--- config.mk ---
export PLATFORM = sky130hd
export DESIGN_NAME = damper_throw_alternator
export DESIGN_NICKNAME = d
export VERILOG_FILES = /design/src/hw/rtl/dta_pkg.sv /design/src/hw/rtl/damper_throw_alternator.sv /design/src/hw/rtl/dta_csr.sv /design/src/hw/rtl/dta_step.sv
export VERILOG_INCLUDE_DIRS = /design/src /design/src/hw/rtl
export SDC_FILE = /design/constraint.sdc
export NUM_CORES = 1
export LEC_CHECK = 0
export ABC_AREA = 1
export BUFFER_PORTS_ARGS = -buffer_cell sky130_fd_sc_hd__clkbuf_2
export CAP_MARGIN = 15
export CELL_PAD_IN_SITES_DETAIL_PLACEMENT = 1
export CELL_PAD_IN_SITES_GLOBAL_PLACEMENT = 2
export CORE_MARGIN = 10
export CORE_UTILIZATION = 34
export CTS_CLUSTER_SIZE = 30
export DETAILED_ROUTE_END_ITERATION = 16
export PLACE_DENSITY_LB_ADDON = 0.1
export SYNTH_ARGS = -nofsm -noshare
export SYNTH_HDL_FRONTEND = slang
export SYNTH_SLANG_ARGS = --single-unit
--- constraint.sdc ---
create_clock -name clock -period 4.65 [get_ports clock]
set_input_delay 0.465 -clock clock [delete_from_list [all_inputs] [get_ports clock]]
set_output_delay 0.465 -clock clock [all_outputs]
set_load 0.01 [all_outputs]
--- src/hw/rtl/damper_throw_alternator_macros.svh ---
// Assertion macros for the damper throw alternator.
// Used by the top level; no other dependencies.
`ifndef DAMPER_THROW_ALTERNATOR_MACROS_SVH
`define DAMPER_THROW_ALTERNATOR_MACROS_SVH

// The consequent must hold in the same cycle as the antecedent.
`define DTA_ASSERT_SAME(label, clk, rst, cond, expr) \
   label: assert property (@(posedge clk) disable iff (rst) (cond) |-> (expr)) \
      else $error("damper_throw_alternator: same-cycle check failed");

// The consequent must hold in the cycle after the antecedent.
`define DTA_ASSERT_NEXT(label, clk, rst, cond, expr) \
   label: assert property (@(posedge clk) disable iff (rst) (cond) |=> (expr)) \
      else $error("damper_throw_alternator: next-cycle check failed");

`endif

--- src/hw/rtl/dta_pkg.sv ---
// Shared types and constants for the damper throw alternator.
// No dependencies; imported by every module of the block.
package dta_pkg;

   localparam int TIMER_WIDTH    = 16;
   localparam int DWELL_WIDTH    = 16;
   localparam int CMP_WIDTH      = (TIMER_WIDTH > DWELL_WIDTH) ? TIMER_WIDTH : DWELL_WIDTH;
   localparam int CSR_ADDR_WIDTH = 3;
   localparam int CSR_DATA_WIDTH = 32;
   localparam int REG_INDEX_BIT  = 2;
   localparam int REQ_DATA_WIDTH = 8;
   localparam int RSP_DATA_WIDTH = 8;

   localparam logic [TIMER_WIDTH-1:0] COUNT_MAX = {TIMER_WIDTH{1'b1}};

   // Operating mode codes; the fourth code behaves like standby.
   localparam logic [1:0] MODE_INIT    = 2'd0;
   localparam logic [1:0] MODE_RUN     = 2'd1;
   localparam logic [1:0] MODE_STANDBY = 2'd2;

   // Register indexes, selected by one address bit.
   localparam logic REG_HIGH_DWELL = 1'b0;
   localparam logic REG_LOW_DWELL  = 1'b1;

   typedef enum logic [2:0] {
      PH_INIT    = 3'd0,
      PH_HIGH    = 3'd1,
      PH_TO_LOW  = 3'd2,
      PH_LOW     = 3'd3,
      PH_TO_HIGH = 3'd4
   } dta_phase_type;

   typedef struct packed {
      logic high_open;
      logic high_close;
      logic low_open;
      logic low_close;
   } dta_req_type;

   // Request patterns for the two throw positions.
   localparam dta_req_type REQ_HIGH_THROW = '{high_open: 1'b1, high_close: 1'b0,
                                              low_open: 1'b0, low_close: 1'b1};
   localparam dta_req_type REQ_LOW_THROW  = '{high_open: 1'b0, high_close: 1'b1,
                                              low_open: 1'b1, low_close: 1'b0};

   typedef struct packed {
      logic [1:0]  operating_mode;
      logic        run_enable;
      logic        second_tick;
      dta_req_type done;
   } dta_item_type;

   typedef struct packed {
      dta_phase_type          phase;
      logic [TIMER_WIDTH-1:0] high_count;
      logic [TIMER_WIDTH-1:0] low_count;
      dta_req_type            req;
   } dta_state_type;

   typedef struct packed {
      logic [DWELL_WIDTH-1:0] high_dwell_seconds;
      logic [DWELL_WIDTH-1:0] low_dwell_seconds;
   } dta_cfg_type;

endpackage

--- src/hw/rtl/damper_throw_alternator.sv ---
// Top level of the damper throw alternator: stream channels, state and result registers.
// Depends on dta_pkg, dta_csr, dta_step and damper_throw_alternator_macros.svh.
//
//   Channel   Direction  Handshake                    Payload
//   req_*     in         req_tvalid / req_tready      req_tdata, 8 bits, update item
//   rsp_*     out        rsp_tvalid / rsp_tready      rsp_tdata, 8 bits, phase and requests
//   csr_*     in/out     psel, penable, pready = 1    two 16-bit dwell setpoints
//
// Every accepted transaction yields exactly one result transaction.
// From acceptance a transaction passes the input register, then the result register, which drives rsp_tvalid;
// one transaction per cycle is sustained while rsp_tready is high,
// set by the combinational state update between the input register and the result register.
// The input register keeps taking transactions while the result register drains; it stalls
// only when both are full and rsp_tready is low.
// Synchronous active-high reset empties both registers, zeroes the phase, counters and
// request flags, and clears both setpoints.
module damper_throw_alternator (
   input  logic                                clock,
   input  logic                                reset,
   // Update items.
   input  logic                                req_tvalid,
   output logic                                req_tready,
   // [1:0] operating_mode, [2] run_enable, [3] second_tick, [4] high_open_done,
   // [5] high_close_done, [6] low_open_done, [7] low_close_done
   input  logic [dta_pkg::REQ_DATA_WIDTH-1:0]  req_tdata,
   // Results.
   output logic                                rsp_tvalid,
   input  logic                                rsp_tready,
   // [2:0] phase_status, [3] high_open_request, [4] high_close_request,
   // [5] low_open_request, [6] low_close_request, [7] zero
   output logic [dta_pkg::RSP_DATA_WIDTH-1:0]  rsp_tdata,
   // Configuration.
   input  logic                                csr_psel,
   input  logic                                csr_penable,
   input  logic                                csr_pwrite,
   input  logic [dta_pkg::CSR_ADDR_WIDTH-1:0]  csr_paddr,
   input  logic [dta_pkg::CSR_DATA_WIDTH-1:0]  csr_pwdata,
   output logic [dta_pkg::CSR_DATA_WIDTH-1:0]  csr_prdata,
   output logic                                csr_pready
);
   import dta_pkg::*;

   `include "damper_throw_alternator_macros.svh"

   dta_cfg_type                cfg;
   dta_item_type               item_ff;
   dta_item_type               item_in;
   logic                       in_valid_ff;
   logic                       out_valid_ff;
   logic [RSP_DATA_WIDTH-1:0]  rsp_data_ff;
   logic [RSP_DATA_WIDTH-1:0]  rsp_data_in;
   dta_state_type              state_ff;
   dta_state_type              state_in;
   logic                       advance;
   logic                       accept;

   dta_csr u_csr (
      .clock       (clock),
      .reset       (reset),
      .csr_psel    (csr_psel),
      .csr_penable (csr_penable),
      .csr_pwrite  (csr_pwrite),
      .csr_paddr   (csr_paddr),
      .csr_pwdata  (csr_pwdata),
      .csr_prdata  (csr_prdata),
      .csr_pready  (csr_pready),
      .cfg         (cfg)
   );

   // Unpack the incoming transaction; field order follows the tdata layout.
   assign item_in.operating_mode  = req_tdata[1:0];
   assign item_in.run_enable      = req_tdata[2];
   assign item_in.second_tick     = req_tdata[3];
   assign item_in.done.high_open  = req_tdata[4];
   assign item_in.done.high_close = req_tdata[5];
   assign item_in.done.low_open   = req_tdata[6];
   assign item_in.done.low_close  = req_tdata[7];

   // The held item moves into the result register whenever that register is free
   // or is being emptied in this cycle. The state is committed at the same edge,
   // so the next held item always sees the state left by its predecessor.
   assign advance    = in_valid_ff && (!out_valid_ff || rsp_tready);
   assign req_tready = !in_valid_ff || advance;
   assign accept     = req_tvalid && req_tready;

   dta_step u_step (
      .item (item_ff),
      .cur  (state_ff),
      .cfg  (cfg),
      .nxt  (state_in)
   );

   // The result reports the state after the update.
   assign rsp_data_in = {1'b0,
                         state_in.req.low_close,
                         state_in.req.low_open,
                         state_in.req.high_close,
                         state_in.req.high_open,
                         state_in.phase};

   always_ff @(posedge clock) begin
      if (reset) begin
         in_valid_ff        <= 1'b0;
         out_valid_ff       <= 1'b0;
         state_ff.phase     <= PH_INIT;
         state_ff.high_count <= '0;
         state_ff.low_count <= '0;
         state_ff.req       <= '0;
      end else begin
         if (req_tready) begin
            in_valid_ff <= req_tvalid;
         end
         if (advance) begin
            out_valid_ff <= 1'b1;
            state_ff     <= state_in;
         end else if (rsp_tready) begin
            out_valid_ff <= 1'b0;
         end
      end
   end

   // Payload registers need no reset.
   always_ff @(posedge clock) begin
      if (accept) begin
         item_ff <= item_in;
      end
      if (advance) begin
         rsp_data_ff <= rsp_data_in;
      end
   end

   assign rsp_tvalid = out_valid_ff;
   assign rsp_tdata  = rsp_data_ff;

   // The block empties completely on reset.
   `DTA_ASSERT_NEXT(a_reset_empty, clock, 1'b0, reset, !rsp_tvalid)
   // A full input register behind a stalled result cannot take a new transaction.
   `DTA_ASSERT_SAME(a_stall_backpressure, clock, reset,
                    in_valid_ff && rsp_tvalid && !rsp_tready, !req_tready)
   // Every advance produces a result in the next cycle.
   `DTA_ASSERT_NEXT(a_advance_result, clock, reset, advance, rsp_tvalid)
   // The state only moves when a transaction is processed.
   `DTA_ASSERT_NEXT(a_state_hold, clock, reset, !advance, $stable(state_ff))

endmodule

--- src/hw/rtl/dta_csr.sv ---
// Configuration register file for the damper throw alternator.
// Depends on dta_pkg for widths and register indexes.
module dta_csr (
   input  logic                                clock,
   input  logic                                reset,
   input  logic                                csr_psel,
   input  logic                                csr_penable,
   input  logic                                csr_pwrite,
   input  logic [dta_pkg::CSR_ADDR_WIDTH-1:0]  csr_paddr,
   input  logic [dta_pkg::CSR_DATA_WIDTH-1:0]  csr_pwdata,
   output logic [dta_pkg::CSR_DATA_WIDTH-1:0]  csr_prdata,
   output logic                                csr_pready,
   output dta_pkg::dta_cfg_type                cfg
);
   import dta_pkg::*;

   logic [DWELL_WIDTH-1:0] high_dwell_ff;
   logic [DWELL_WIDTH-1:0] low_dwell_ff;
   logic                   write_en;
   logic                   reg_sel;

   assign csr_pready = 1'b1;
   assign write_en   = csr_psel & csr_penable & csr_pwrite & csr_pready;
   assign reg_sel    = csr_paddr[REG_INDEX_BIT];

   always_ff @(posedge clock) begin
      if (reset) begin
         high_dwell_ff <= '0;
         low_dwell_ff  <= '0;
      end else if (write_en) begin
         unique case (reg_sel)
            REG_HIGH_DWELL: high_dwell_ff <= csr_pwdata[DWELL_WIDTH-1:0];
            REG_LOW_DWELL:  low_dwell_ff  <= csr_pwdata[DWELL_WIDTH-1:0];
            default: ;
         endcase
      end
   end

   always_comb begin
      unique case (reg_sel)
         REG_HIGH_DWELL:
            csr_prdata = {{(CSR_DATA_WIDTH-DWELL_WIDTH){1'b0}}, high_dwell_ff};
         REG_LOW_DWELL:
            csr_prdata = {{(CSR_DATA_WIDTH-DWELL_WIDTH){1'b0}}, low_dwell_ff};
         default:
            csr_prdata = '0;
      endcase
   end

   assign cfg.high_dwell_seconds = high_dwell_ff;
   assign cfg.low_dwell_seconds  = low_dwell_ff;

endmodule

--- src/hw/rtl/dta_step.sv ---
// Next-state logic for one update transaction of the damper throw alternator.
// Depends on dta_pkg for the item, state and configuration types.
module dta_step (
   input  dta_pkg::dta_item_type  item,
   input  dta_pkg::dta_state_type cur,
   input  dta_pkg::dta_cfg_type   cfg,
   output dta_pkg::dta_state_type nxt
);
   import dta_pkg::*;

   logic [TIMER_WIDTH-1:0] high_up;
   logic [TIMER_WIDTH-1:0] low_up;
   logic                   high_end;
   logic                   low_end;
   dta_req_type            req_cleared;

   // Dwell counters saturate at their all-ones value.
   assign high_up = (item.second_tick && cur.high_count != COUNT_MAX)
                    ? cur.high_count + 1'b1 : cur.high_count;
   assign low_up  = (item.second_tick && cur.low_count != COUNT_MAX)
                    ? cur.low_count + 1'b1 : cur.low_count;

   // A zero setpoint never ends the phase.
   assign high_end = (cfg.high_dwell_seconds != '0) &&
                     (CMP_WIDTH'(high_up) >= CMP_WIDTH'(cfg.high_dwell_seconds));
   assign low_end  = (cfg.low_dwell_seconds != '0) &&
                     (CMP_WIDTH'(low_up) >= CMP_WIDTH'(cfg.low_dwell_seconds));

   // Done strobes clear their request before anything else happens.
   assign req_cleared = cur.req & ~item.done;

   always_comb begin
      nxt     = cur;
      nxt.req = req_cleared;
      case (item.operating_mode)
         MODE_INIT: begin
            nxt.phase      = PH_INIT;
            nxt.high_count = '0;
            nxt.low_count  = '0;
            nxt.req        = REQ_HIGH_THROW;
         end
         MODE_RUN: begin
            if (item.run_enable) begin
               unique case (cur.phase)
                  PH_INIT: begin
                     nxt.req   = REQ_HIGH_THROW;
                     nxt.phase = PH_HIGH;
                  end
                  PH_HIGH: begin
                     if (high_end) begin
                        nxt.high_count = '0;
                        nxt.req        = REQ_LOW_THROW;
                        nxt.phase      = PH_TO_LOW;
                     end else begin
                        nxt.high_count = high_up;
                     end
                  end
                  PH_TO_LOW: begin
                     if (!req_cleared.high_close && !req_cleared.low_open) begin
                        nxt.phase = PH_LOW;
                     end
                  end
                  PH_LOW: begin
                     if (low_end) begin
                        nxt.low_count = '0;
                        nxt.req       = REQ_HIGH_THROW;
                        nxt.phase     = PH_TO_HIGH;
                     end else begin
                        nxt.low_count = low_up;
                     end
                  end
                  PH_TO_HIGH: begin
                     if (!req_cleared.low_close && !req_cleared.high_open) begin
                        nxt.phase = PH_HIGH;
                     end
                  end
                  default: ;
               endcase
            end
         end
         default: ;
      endcase
   end

endmodule
After elaboration in Yosys (flattened, before gate mapping)
Index checks and enable logic that the tools add are counted.

Logic and storage cells: 83. Input bits: 50. Output and inout bits: 43. Flip-flop bits (word level): 88.

Equality and inequality tests: 10. Add/subtract/negate cells: 2. Magnitude comparators: 2. Reduce and logical (&&, ||, !) cells: 26. Muxes and demuxes: 19. Bitwise gates (word level): 5.

Operators with widths (number): $mux W16 (6); $pmux W39 S2 (1); $pmux W32 S2 (1); $mux W39 (1); $add A16 B1 Y16 const B (2); $ge A16 B16 Y1 (2); $ne A16 B16 Y1 const B (2); $reduce_bool A16 Y1 (2); $pmux W3 S5 (1); $mux W3 (4); $pmux W4 S3 (1); $logic_and A1 B1 Y1 (8); $mux W4 (2); $reduce_and A4 Y1 (2); $eq A3 B2 Y1 const B (2); $logic_not A1 Y1 (6); $ne A2 B2 Y1 const B (3); $and A4 B4 Y4 (1); $not A4 Y4 (1); $reduce_and A2 Y1 (2); $reduce_bool A2 Y1 (2); $eq A3 B1 Y1 const B (1); $eq A3 B3 Y1 const B (1); $logic_not A3 Y1 (1); other kinds (6) (9).

Longest topological paths before layout
Gate-level depths: netlist (run 1).

Word-level depth: 9. Depth in mapped cells: 28. Depth with buffers taken out: 27.

Cells and area by module
Synthesis (run 1) repeated with hierarchy kept, for this count alone.

Cells, all modules: 1169. Area, all modules: 7183.1 µm².

Modules (own cells, without submodules): dta_step (area an instance 3123.0 µm², instances 1, cells an instance 618, seq. area each 0.0 µm²); damper_throw_alternator (area an instance 2280.9 µm², instances 1, cells an instance 285, seq. area each 1271.2 µm²); dta_csr (area an instance 1779.2 µm², instances 1, cells an instance 266, seq. area each 640.6 µm²).

Worst setup path before layout (run 1)
Ideal clock, no wire load.

Path type: register -> register. Start: register state_ff[4] (netlist name). End: register rsp_data_ff[1], in the netlist rsp_tdata[1], data pin. Setup slack: 1718 ps. Library setup time: 254 ps. Cell stages (with the launch flop): 26. Period minus slack after synthesis: 2932 ps. Arrival time: 2678 ps. Buffers on the path: 1. Required time: 4396 ps. Cells stage by stage: dfxtp_1 ha_1 nand3_1 nor3_2 nand3_1 nand2_2 inv_2 buf_6 o21ai_1 inv_2 ha_1 nand2_1 inv_1 nand2_1 nor2_1 nor2_1 nand2_1 nand2_1 nand2_1 nand2_1 nand2_1 nand3_1 nand2_1 nand2_1 nand2_1 nand2_1.

RTL lines: start: declaration (RTL line damper_throw_alternator.sv:52) `dta_state_type state_ff;`; start signal: assignment (RTL line damper_throw_alternator.sv:115) `state_ff <= state_in;`; end signal: assignment (RTL line damper_throw_alternator.sv:128) `rsp_data_ff <= rsp_data_in;`; end: declaration (RTL line damper_throw_alternator.sv:50) `logic [RSP_DATA_WIDTH-1:0] rsp_data_ff;`.

Final worst setup path (run 1)
Start: register state_ff[4] (netlist name). End: register state_ff[19] (netlist name).

Word-level cells in the longest chain between the ends: 9. Elaborated cells between the ends (all ways): 10. Classes of those cells: add/sub (1); order compare (1); eq/ne (1); mux (5); reduce/logical (2).

RTL lines: parallel branches: the longest is 2 deep, another holds $add A16 B1 Y16; $mux W16 (*) (RTL line dta_step.sv:21) `? cur.low_count + 1'b1 : cur.low_count;`; $ge A16 B16 Y1 (RTL line dta_step.sv:27) `(CMP_WIDTH'(low_up) >= CMP_WIDTH'(cfg.low_dwell_seconds));`; $logic_and A1 B1 Y1 (RTL line dta_step.sv:26) `assign low_end = (cfg.low_dwell_seconds != '0) &&`; $mux W16 (*) (RTL line dta_step.sv:64) `if (low_end) begin`; $mux W16 (*) (RTL line dta_step.sv:44) `unique case (cur.phase)`; $mux W39 (*) (RTL line dta_step.sv:43) `if (item.run_enable) begin`; $pmux W39 S2 (*) (RTL line dta_step.sv:35) `case (item.operating_mode)`.

Every way passes the cells marked *. The select of a mux whose other input is x is not followed. A chain may end at the register's enable or synchronous reset.

==> metrics.md, run 1 <==
| Metric | Value |
|---|---|
| Synth cell types | `34` |
| Hold Vio Cnt, Final | `0` |
| Final min period | `3700 ps` |
| Mapped Cells | `774` |
| Number of global-route vias before repair | `5357` |
| GRT Util Overall | `15.6%` |
| Num CTS Buffers | `9` |
| Vias post-DR | `5013` |
| Avg Inst Size Synth | `7.04 um2` |
| CTS tree | `yes` |
| Drt drc | `0` |
| Req. time, crit path | `4910 ps` |
| Critical path data arrival time | `3960 ps` |
| Port buffer count | `56` |
| Sink Count | `between 80 and 90` |
| Post-CTS setup buffers | `0` |
| Antenna Nets Post-Route | `0` |
| Pins Over Slew Limit | `0` |
| Run status | `finished clean` |
| Largest delay share family, worst path | `compound AO/OA/AOI/OAI gates` |
| Clock buffer depth | `2` |
| Depth of the CTS H-tree | `3` |
| Max cap viols | `0` |
| Pwr dens | `285 nW/um2` |
| Hold Crit Class | `primary input to register` |
| R2R setup slack | `950 ps` |
| Antenna diode count | `0` |
| Critical path class | `register to register` |
| Layout cell share with drive strength beyond 1 | `12.2%` |
| Worst skew pair latency | `350 ps` |
| Final layout net count | `902` |
| Largest net degree at the start of global routing | `41` |
| CTS root buf | `clkbuf_16` |
| Post-route clock skew | `7.92 ps` |
| First-pass GRT wire length | `27.5 mm` |
| Mapped Area | `5450 um2` |
| CP max-delay cell | `a21oi_2` |
| Final TNS setup | `0 ps` |
| Die Area | `about 21000 um2` |
| Vias per cell | `between 4 and 5` |
| CP endpoint kind | `register` |
| Worst VDD drop | `173 uV` |
| Row Count | `46` |
| Initial Util | `34.6%` |
| Core box area | `15800 um2` |
| #FFs+latches synth | `88` |
| RSZ-0062 raised after global routing | `no` |
| Final period utilization | `79.6%` |
| Placer Congestion | `roughly 0.84` |
| DIE WIDTH | `approximately 150 um` |
| Seq/Total Area, Yosys | `approximately a third` |
| Iter 0 DRT Violations | `211` |
| Final WL | `about 16 mm` |
| Placed Area | `5830 um2` |
| Critical Path, Cell by Cell | `ha_1 > nand3_1 > nor3_2 > nand3_1 > nand2_2 > inv_2 > nand3_1 > xor2_1 > inv_1 > ha_1 > a21oi_1 > o21ai_0 > a21oi_1 > nand2_1 > a21oi_2 > nand2_1 > a21oi_1` |
| Design area | `6110 um2` |
| GR Overflow Total | `0` |
| Initial antenna violation count | `0` |
| Worst-margin pin slew | `953 ps` |
| Leakage | `0.00262 uW` |
| Post-detail-place hpwl | `13.1 mm` |
| Startpoint types | `register` |
| CTS Hold Buffers Added | `0` |
| Area Overhead vs Synth | `12.1%` |
| Crit Path Max Fanout | `16` |
| Router iterations before antenna repair | `4` |
| Normalized max-slew margin | `~36%` |
| WL per Instance | `15.8 um` |
| Top Ports | `93` |
| Yosys warning total | `0` |
| Tot Pwr | `between 1500 and 2000 uW` |
| Clock-pin slew on the worst setup and hold paths | `70 ps` |
| Post-CTS sizing | `0` |
| Hold WS | `291 ps` |
| Final setup violation count | `0` |
| Die Y | `147 um` |
| Bufs and invs on worst path | `2` |
| Fmax achieved | `0.270 GHz` |
| Delay of the slowest cell on the worst path | `670 ps` |
-- layout make-up --
type | count | area (um2)
sequential | 88 | 1910
clock inverter | 6 | 41.3
timing repair buffer | 58 | 295
fill | 2060 | 9660
clock buffer | 10 | 239
multi-input combinational | 553 | 2940
inverter | 108 | 405
tap | 216 | 270
-- state kept, by name, summed over array words and instances (netlist names) --
register / flops
rsp_tvalid: 1
u_csr.low_dwell_ff: 16
state_ff: 39
item_ff: 8
u_csr.high_dwell_ff: 16
rsp_tdata: 7
in_valid_ff: 1
-- report_power, final --
| part | switching [uW] | internal [uW] | total, uW |
|---|---|---|---|
| clock network | 326 | 379 | 705 |
| registers | 16.8 | 799 | 815 |
| logic | 153 | 68.7 | 222 |
-- through the flow --
stage,setup WS [ps],utilization (%),instances
2_1_floorplan,1720,-,790
3_3_place_gp,1010,36.9,1023
3_5_place_dp,923,36.9,1023
4_1_cts,887,38.7,1039
5_1_grt,366,38.7,1039
6_report,947,38.7,1039
-- per-layer routing --
layer / track usage [%] / share of wire [%]
met1: 19.5 / 47
met2: 26.9 / 49
met3: 3.09 / 2.7
met4: 3.55 / 0.98
met5: 0 / 0
-- cells in the final DEF (no fill, tap or decap) --
master	n
a21oi_1	84
a21oi_2	8
buf_4	2
clkbuf_16	9
clkbuf_2	56
clkbuf_8	1
clkinv_2	2
clkinvlp_4	1
conb_1	18
dfxtp_1	73
edfxtp_1	15
ha_1	34
inv_1	101
inv_2	7
inv_4	1
inv_6	2
nand2_1	194
nand2_2	3
nand3_1	32
nand3_2	1
nand4_1	13
nor2_1	46
nor3_1	10
nor3_2	2
nor3_4	1
nor4_1	8
nor4_4	1
o2111ai_1	1
o211ai_1	3
o211ai_4	1
o21a_1	1
o21ai_0	61
o21ai_1	1
o21ai_2	1
or2_2	1
xnor2_1	11
xor2_1	17
-- final timing paths --
kind,start,end,cells past startpoint
min reg2reg,state_ff[28]$_SDFFE_PP0P_,state_ff[28]$_SDFFE_PP0P_,2
min,req_tdata[3],item_ff[4]$_DFFE_PP_,1
max reg2reg,state_ff[4]$_SDFFE_PP0P_,state_ff[19]$_SDFFE_PP0P_,17
max,state_ff[4]$_SDFFE_PP0P_,state_ff[19]$_SDFFE_PP0P_,17
-- cells by family (layout without fill, tap and decap cells) --
kind of cell             after synthesis  in the layout  synth area share [%]
XOR/XNOR                              28             28                  4.50
buffers and inverters                149            182                  12.0
AO/OA/AOI/OAI                        161            161                  16.0
flip-flops                            88             88                  35.1
AND/OR/NAND/NOR                      312            312                  24.5
other                                  2             18                 0.138
adder cells (fa/ha/maj)               34             34                  7.81
-- worst reg2reg max path, cell delays in order (launching register included) --
cell and delay, ps:
dfxtp_1 430, ha_1 220, nand3_1 180, nor3_2 250, nand3_1 110, nand2_2 140
inv_2 150, nand3_1 120, xor2_1 140, inv_1 80, ha_1 310, a21oi_1 140
o21ai_0 110, a21oi_1 140, nand2_1 110, a21oi_2 670, nand2_1 150, a21oi_1 150
-- synthesized netlist by cell type --
master	number	area, um2
nand2_1	194	728
inv_1	101	379
a21oi_1	84	420
dfxtp_1	73	1460
o21ai_0	61	305
nor2_1	46	173
ha_1	34	425
nand3_1	32	160
buf_4	19	143
clkbuf_1	17	63.8
xor2_1	17	149
edfxtp_1	15	450
nand4_1	13	81.3
xnor2_1	11	96.3
nor3_1	10	50.1
a21oi_2	8	70.1
nor4_1	8	50.1
inv_2	7	26.3
buf_6	3	33.8
nand2_2	3	18.8
o211ai_1	3	22.5
conb_1	2	7.51
nor3_2	2	20.0
buf_1	1	3.75
buf_2	1	5.00
nand3_2	1	10.0
nor3_4	1	16.3
nor4_4	1	21.3
o2111ai_1	1	8.76
o211ai_4	1	21.3
o21a_1	1	7.51
o21ai_1	1	5.00
o21ai_2	1	8.76
or2_2	1	6.26
Power figures use the tool's default switching activity.
==> inputs of run 2 (changes only) <==
- ABC_AREA: 1 -> 0
- CORE_UTILIZATION: 34 -> 30
- clock period: 4.65 -> 3.1 ns (I/O delays scaled with it)
==> metrics.md, run 2 <==
| Metric | Value |
|---|---|
| WL per Instance | `19.7 um (was 15.8 um)` |
| Reg2reg start | `state_ff[4]$_SDFFE_PP0P_ (unchanged)` |
| Seq/Total Area, Yosys | `34.0% (was 35.1%)` |
| Largest net degree at the start of global routing | `53 (was 41)` |
| Final min period | `3600 ps (was 3700 ps)` |
| Synth area leaders | `dfxtp_1 26%, nand2_1 8.8%, edfxtp_1 8.0% (was dfxtp_1 27%, nand2_1 13%, edfxtp_1 8.3%)` |
| Cell depth of the worst flop-to-flop path | `13 (was 17)` |
| Clock power frac | `39.0% (was 40.5%)` |
| Post-route clock skew | `10.3 ps (was 7.92 ps)` |
| Initial Util | `30.3% (was 34.6%)` |
| Hold Crit Depth | `1 (unchanged)` |
| Commonest non-fill, non-tap cell in the layout | `buf_4 (was nand2_1)` |
| Initial antenna violation count | `0 (unchanged)` |
| Die Y | `157 um (was 147 um)` |
| Clock buffer depth | `2 (unchanged)` |
| Commonest cells in the netlist | `132 x nand2_1, 73 x dfxtp_1, 54 x a21oi_1 (was 194 x nand2_1, 101 x inv_1, 84 x a21oi_1)` |
| Area share of the largest cell type after synthesis | `26.0% (was 26.8%)` |
| Top Ports | `93 (unchanged)` |
| Fin worst setup slack | `-497 ps (was 947 ps)` |
| Post-synth EDFFs | `15 (unchanged)` |
| GRT Util Overall | `17.7% (was 15.6%)` |
| Mapped Cells | `708 (was 774)` |
| Row Count | `50 (was 46)` |
| Hold Crit Class | `primary input to register (unchanged)` |
| Layout cell share with drive strength beyond 1 | `38.9% (was 12.2%)` |
| Num CTS Buffers | `9 (unchanged)` |
| DIE WIDTH | `157 um (was 147 um)` |
| CP max-delay cell | `or4b_4 (was a21oi_2)` |
| CP endpoint kind | `register (unchanged)` |
| Leakage | `0.00335 uW (was 0.00262 uW)` |
| P_sw | `815 uW (was 496 uW)` |
| CTS Hold Buffers Added | `0 (unchanged)` |
| Normalized max-slew margin | `44.7% (was 36.5%)` |
| Hold WS | `122 ps (was 291 ps)` |
| Final WL | `22.0 mm (was 16.4 mm)` |
| Worst-margin pin slew | `828 ps (was 953 ps)` |
| Hold Vio Cnt, Final | `0 (unchanged)` |
| Yosys warning total | `0 (unchanged)` |
| Sw Ratio | `29.6% (was 28.5%)` |
| Clock-pin slew on the worst setup and hold paths | `70 ps (about the same)` |
| Run status | `complete, but fails checks (was finished clean)` |
| Tot Pwr | `2750 uW (was 1740 uW)` |
| R2R setup slack | `-500 ps (was 950 ps)` |
| Sink Count | `88 (unchanged)` |
| Depth of the CTS H-tree | `3 (unchanged)` |
| RSZ-0062 raised after global routing | `yes (was no)` |
| Placer Congestion | `0.841 (was 0.839)` |
| Post-synth ARST share | `0% (unchanged)` |
| #FFs+latches synth | `88 (unchanged)` |
| Cell with the most instances after synthesis | `nand2_1 (unchanged)` |
| Drt drc | `0 (unchanged)` |
| Die Area | `24600 um2 (was 21500 um2)` |
| CTS root buf | `clkbuf_16 (unchanged)` |
| Hold Path Sink | `item_ff[2]$_DFFE_PP_ (was item_ff[4]$_DFFE_PP_)` |
| Pwr dens | `331 nW/um2 (was 285 nW/um2)` |
| Post-synth top flop | `dfxtp_1 (unchanged)` |
| Startpoint types | `register (unchanged)` |
| Max reg flops | `39 (unchanged)` |
| Antenna diode count | `0 (unchanged)` |
| Internal power | `1940 uW (was 1250 uW)` |
| Mapped Area | `5620 um2 (was 5450 um2)` |
| Antenna Nets Post-Route | `0 (unchanged)` |
| Sequential power share | `44.0% (was 46.8%)` |
| Core box area | `18600 um2 (was 15800 um2)` |
| Vias per cell | `5.25 (was 4.82)` |
| Worst VDD drop | `247 uV (was 173 uV)` |
| Router iterations before antenna repair | `4 (unchanged)` |
| Final layout net count | `963 (was 902)` |
| DP Worst Slack | `-627 ps (was 923 ps)` |
| Top flop regs | `state_ff: 39 flops, u_csr.high_dwell_ff: 16 flops, u_csr.low_dwell_ff: 16 flops (unchanged)` |
| Number of global-route vias before repair | `6227 (was 5357)` |
| Fmax achieved | `0.278 GHz (was 0.270 GHz)` |
| Delay of the slowest cell on the worst path | `520 ps (was 670 ps)` |
| Worst skew pair latency | `360 ps (was 350 ps)` |
| HP Start | `req_tdata[5] (was req_tdata[3])` |
| Critical path class | `register to register (unchanged)` |
| RR Endpoint | `rsp_tdata[4]$_DFFE_PP_ (was state_ff[19]$_SDFFE_PP0P_)` |
| Final setup violation count | `46 (was 0)` |
| Vias post-DR | `5869 (was 5013)` |
| First-pass GRT wire length | `34.3 mm (was 27.5 mm)` |
| CTS tree | `yes (unchanged)` |
| Placed Area | `6940 um2 (was 5830 um2)` |
| Largest area contributor in the netlist | `dfxtp_1 (unchanged)` |
| Iter 0 DRT Violations | `260 (was 211)` |
| Largest register by flop count | `state_ff (unchanged)` |
| Failing checks | `setup timing` |
| Req. time, crit path | `3190 ps (was 4910 ps)` |
| Post-detail-place hpwl | `16.2 mm (was 13.1 mm)` |
| Critical path data arrival time | `3690 ps (was 3960 ps)` |
| Final period utilization | `116% (was 79.6%)` |
| Area Overhead vs Synth | `47.9% (was 12.1%)` |
| Pins Over Slew Limit | `0 (unchanged)` |
| Design area | `8320 um2 (was 6110 um2)` |
| Synth cell types | `70 (was 34)` |
| Max cap viols | `0 (unchanged)` |
| GR Overflow Total | `0 (unchanged)` |
| Port buffer count | `56 (unchanged)` |
| Critical Path, Cell by Cell | `ha_4 > and3_4 > and4_4 > and4bb_2 > nand3_2 > xnor2_2 > ha_1 > nand4_1 > nor3_2 > or4b_4 > a31o_4 > o31a_4 > nor3b_2 (was ha_1 > nand3_1 > nor3_2 > nand3_1 > nand2_2 > inv_2 > nand3_1 > xor2_1 > inv_1 > ha_1 > a21oi_1 > o21ai_0 > a21oi_1 > nand2_1 > a21oi_2 > nand2_1 > a21oi_1)` |
| Most frequent cells in the layout | `126 x buf_4, 120 x nand2_1, 67 x dfxtp_1 (was 194 x nand2_1, 101 x inv_1, 84 x a21oi_1)` |
| Crit Path Max Fanout | `5 (was 16)` |
| Combinational share of power | `17.0% (was 12.7%)` |
| Fill cells | `2175 (was 2060)` |
| Avg Inst Size Synth | `7.94 um2 (was 7.04 um2)` |
| Util after Layout | `44.8% (was 38.7%)` |
==> run 2: routing by layer <==
layer  GRT usage, %  up-vias  part of all wire (%)
li1               -     2853                     -
met1           23.2     2916                    47
met2           29.6       86                    49
met3           2.48       14                   2.9
met4           5.08        0                   1.1
met5              0        -                     0
==> run 2: cell families after synthesis <==
kind of cell / after synthesis / share of synthesized area (%)
other cells: 2 / 0.134
mux: 3 / 0.601
flops: 88 / 34.0
buf+inv: 94 / 7.81
simple gates: 297 / 26.1
compound gates: 174 / 21.3
fa+ha+maj: 34 / 7.56
xor+xnor: 16 / 2.49
==> run 2: per-stage QoR <==
step,setup TNS [ps],std cells
floorplan,-3940,724
global placement,-13420,1068
detailed placement,-18040,1068
CTS,-10990,1109
global route,-19500,1118
finish,-12980,1118
==> run 2: critical path, delay by kind of cell (launching register included) <==
family,cells,cell delay (ps)
simple gates,8,1780
compound gates,2,590
fa+ha+maj,2,460
flops,1,350
xor+xnor,1,150
==> run 2: layout make-up <==
cell class	count	area, um2	share of cell area [%]
Multi-Input combinational cell	542	4230	50.9
Sequential cell	88	1920	23.1
Timing Repair Buffer	196	1430	17.2
Tap cell	234	293	3.52
Clock buffer	9	225	2.71
Inverter	42	158	1.90
Clock inverter	7	55.1	0.662
==> run 2: power by group through the flow <==
stage	clock network (uW)	registers (uW)	logic, uW
6_report	1070	1210	469
5_1_grt	1140	1210	507
4_1_cts	1100	1210	446
3_5_place_dp	0	1240	348
3_3_place_gp	0	1230	337
2_1_floorplan	0	1230	213
==> run 2: what timing repair did <==
item | 4_1_cts | 5_1_grt
endpoints found under the hold margin | 0 | 0
resized for setup | 93 | 46
gates cloned | 0 | 1
pin swaps | 28 | 20
setup buffers | 27 | 18
endpoints found under the setup margin | 46 | 46
==> run 2: worst max-delay path by stage <==
| stage | from | end | slack (ps) | depth (start not counted) |
|---|---|---|---|---|
| finish | state_ff[4]$_SDFFE_PP0P_ | rsp_tdata[4]$_DFFE_PP_ | -500 | 13 |
| global route | state_ff[4]$_SDFFE_PP0P_ | rsp_tdata[5]$_DFFE_PP_ | -620 | 13 |
| CTS | state_ff[4]$_SDFFE_PP0P_ | rsp_tdata[5]$_DFFE_PP_ | -470 | 13 |
| detailed placement | state_ff[8]$_SDFFE_PP0P_ | rsp_tdata[5]$_DFFE_PP_ | -630 | 12 |
| global placement | state_ff[8]$_SDFFE_PP0P_ | rsp_tdata[5]$_DFFE_PP_ | -500 | 12 |
| floorplan | state_ff[8]$_SDFFE_PP0P_ | rsp_tdata[4]$_DFFE_PP_ | -360 | 14 |
==> inputs of run 3 (changes only) <==
==> constraint.sdc (replaced) <==
create_clock -name clock -period 3.1 [get_ports clock]
set_input_delay 0.62 -clock clock [delete_from_list [all_inputs] [get_ports clock]]
set_output_delay 0.62 -clock clock [all_outputs]
set_load 0.01 [all_outputs]
==> metrics.md, run 3 (synthesis gave the netlist of run 2 again) <==
| Metric | Value |
|---|---|
| Run status | `complete, but fails checks (unchanged)` |
| Failing checks | `setup timing (unchanged)` |
| Layout Cells excl Fill | `1119 (was 1118)` |
| Port buffer count | `56 (unchanged)` |
| Largest register by flop count | `state_ff (unchanged)` |
| Hold Path Sink | `item_ff[3]$_DFFE_PP_ (was item_ff[2]$_DFFE_PP_)` |
| Reg2reg start | `item_ff[4]$_DFFE_PP_ (was state_ff[4]$_SDFFE_PP0P_)` |
| Delay of the slowest cell on the worst path | `510 ps (was 520 ps)` |
| Number of global-route vias before repair | `6212 (was 6227)` |
| CTS tree | `yes (unchanged)` |
| Num CTS Buffers | `9 (unchanged)` |
| Dpl cells | `1075 (was 1068)` |
| Final min period | `3660 ps (was 3600 ps)` |
| Top flop regs | `state_ff: 39 flops, u_csr.high_dwell_ff: 16 flops, u_csr.low_dwell_ff: 16 flops (unchanged)` |
| Worst VDD drop | `273 uV (was 247 uV)` |
| Crit Path Max Fanout | `4 (was 5)` |
| Antenna diode count | `0 (unchanged)` |
| Drt drc | `0 (unchanged)` |
| Final setup violation count | `46 (unchanged)` |
| Most frequent cells in the layout | `125 x nand2_1, 123 x buf_4, 65 x dfxtp_1 (was 126 x buf_4, 120 x nand2_1, 67 x dfxtp_1)` |
| Vias post-DR | `5857 (was 5869)` |
| Antenna Nets Post-Route | `0 (unchanged)` |
| CP max-delay cell | `or4b_4 (unchanged)` |
| Worst skew pair latency | `360 ps (about the same)` |
| Largest delay share family, worst path | `simple AND/OR/NAND/NOR gates (unchanged)` |
| DP Worst Slack | `-587 ps (was -627 ps)` |
| Final TNS setup | `-16380 ps (was -12980 ps)` |
| Initial Util | `30.3% (unchanged)` |
| Final WL | `21.7 mm (was 22.0 mm)` |
| Layout cell share with drive strength beyond 1 | `37.5% (was 38.9%)` |
| Max reg flops | `39 (unchanged)` |
| GR Overflow Total | `0 (unchanged)` |
| Startpoint types | `register (unchanged)` |
| Commonest non-fill, non-tap cell in the layout | `nand2_1 (was buf_4)` |
| WL per Instance | `19.4 um (was 19.7 um)` |
| First-pass GRT wire length | `34.2 mm (was 34.3 mm)` |
| Hold Vio Cnt, Final | `0 (unchanged)` |
| Sink Count | `88 (unchanged)` |
| Core box area | `18600 um2 (unchanged)` |
| RR Endpoint | `rsp_tdata[0]$_DFFE_PP_ (was rsp_tdata[4]$_DFFE_PP_)` |
| RSZ-0062 raised after global routing | `yes (unchanged)` |
| Cell depth of the worst flop-to-flop path | `15 (was 13)` |
| Die Y | `157 um (unchanged)` |
| DIE WIDTH | `157 um (unchanged)` |
| HP Start | `req_tdata[4] (was req_tdata[5])` |
| Max cap viols | `0 (unchanged)` |
| Leakage | `0.00335 uW (about the same)` |
| Final layout net count | `964 (was 963)` |
| Bufs and invs on worst path | `4 (was 0)` |
| Placer Congestion | `0.841 (about the same)` |
| Row Count | `50 (unchanged)` |
| R2R setup slack | `-560 ps (was -500 ps)` |
| Initial antenna violation count | `0 (unchanged)` |
| Depth of the CTS H-tree | `3 (unchanged)` |
| Clock-pin slew on the worst setup and hold paths | `80 ps (was 70 ps)` |
| Final period utilization | `118% (was 116%)` |
| Hold Crit Class | `primary input to register (unchanged)` |
| Pins Over Slew Limit | `0 (unchanged)` |
| Critical path class | `register to register (unchanged)` |
| Post-detail-place hpwl | `16.1 mm (was 16.2 mm)` |
| Area Overhead vs Synth | `46.1% (was 47.9%)` |
| Pwr dens | `340 nW/um2 (was 331 nW/um2)` |
| Iter 0 DRT Violations | `240 (was 260)` |
| CTS root buf | `clkbuf_16 (unchanged)` |
| Req. time, crit path | `3210 ps (was 3190 ps)` |
| Clock buffer depth | `2 (unchanged)` |
| Vias per cell | `5.23 (was 5.25)` |
| Largest net degree at the start of global routing | `41 (was 53)` |
| Hold Crit Depth | `1 (unchanged)` |
| Top Ports | `93 (unchanged)` |
| CP endpoint kind | `register (unchanged)` |
| Fmax achieved | `0.273 GHz (was 0.278 GHz)` |
| Critical path data arrival time | `3770 ps (was 3690 ps)` |
| GRT Util Overall | `17.6% (was 17.7%)` |
| Critical Path, Cell by Cell | `and3_4 > nand3_4 > buf_6 > nor4_4 > xor2_2 > buf_4 > ha_1 > nand2_1 > nor3_2 > or4b_4 > buf_4 > buf_6 > a41oi_4 > nor2b_1 > a211o_1 (was ha_4 > and3_4 > and4_4 > and4bb_2 > nand3_2 > xnor2_2 > ha_1 > nand4_1 > nor3_2 > or4b_4 > a31o_4 > o31a_4 > nor3b_2)` |
| Fin worst setup slack | `-565 ps (was -497 ps)` |
| Die Area | `24600 um2 (unchanged)` |
| Router iterations before antenna repair | `4 (unchanged)` |
| Util after Layout | `44.2% (was 44.8%)` |
| Worst-margin pin slew | `744 ps (was 828 ps)` |
| Post-route clock skew | `10.4 ps (was 10.3 ps)` |
| Normalized max-slew margin | `50.4% (was 44.7%)` |
## run 3: worst max-delay path by stage
| stage | startpoint | to | slack (ps) | cells after the start |
|---|---|---|---|---|
| after CTS | item_ff[4]$_DFFE_PP_ | rsp_tdata[4]$_DFFE_PP_ | -490 | 12 |
| after global placement | state_ff[11]$_SDFFE_PP0P_ | rsp_tdata[5]$_DFFE_PP_ | -500 | 12 |
| after detailed placement | state_ff[11]$_SDFFE_PP0P_ | rsp_tdata[4]$_DFFE_PP_ | -590 | 12 |
| after global routing | state_ff[4]$_SDFFE_PP0P_ | rsp_tdata[0]$_DFFE_PP_ | -680 | 16 |
| final | item_ff[4]$_DFFE_PP_ | rsp_tdata[0]$_DFFE_PP_ | -560 | 15 |
| after floorplan | state_ff[8]$_SDFFE_PP0P_ | rsp_tdata[4]$_DFFE_PP_ | -360 | 14 |
## run 3: power by group
part           switching (uW)  internal [uW]  total (uW)
Sequential               22.0           1190        1210
Clock                     556            573        1130
Combinational             270            187         457
## run 3: final cells by class
| class | count | area (um2) |
|---|---|---|
| clock buffer | 9 | 225 |
| multi-input combinational | 543 | 4120 |
| inverter | 42 | 158 |
| tap | 234 | 293 |
| sequential | 88 | 1930 |
| timing repair buffer | 196 | 1420 |
| clock inverter | 7 | 71.3 |
| fill | 2181 | 10400 |
## run 3: timing repair
item,CTS,global route
endpoints found under the setup margin,46,46
setup buffers,19,8
hold buffers,0,0
cloned,1,0
pin swaps,41,39
resized for setup,80,40
## run 3: stage by stage
stage / power (uW) / hold slack, ps / area, um2
final: 2790 / 431 / 8220
after global routing: 2900 / 427 / 8220
after CTS: 2790 / 417 / 7900
after detailed placement: 1580 / 465 / 6990
after global placement: 1570 / 462 / 6990
after floorplan: 1450 / 449 / 5860
## run 3: routing by layer
| layer | part of all wire, % | routed length, um | global-route usage (%) |
|---|---|---|---|
| met5 | 0 | 0 | 0 |
| met4 | 1.4 | 312 | 5.35 |
| met3 | 2.9 | 640 | 2.43 |
| met2 | 47 | 10300 | 29.0 |
| met1 | 48 | 10500 | 23.2 |
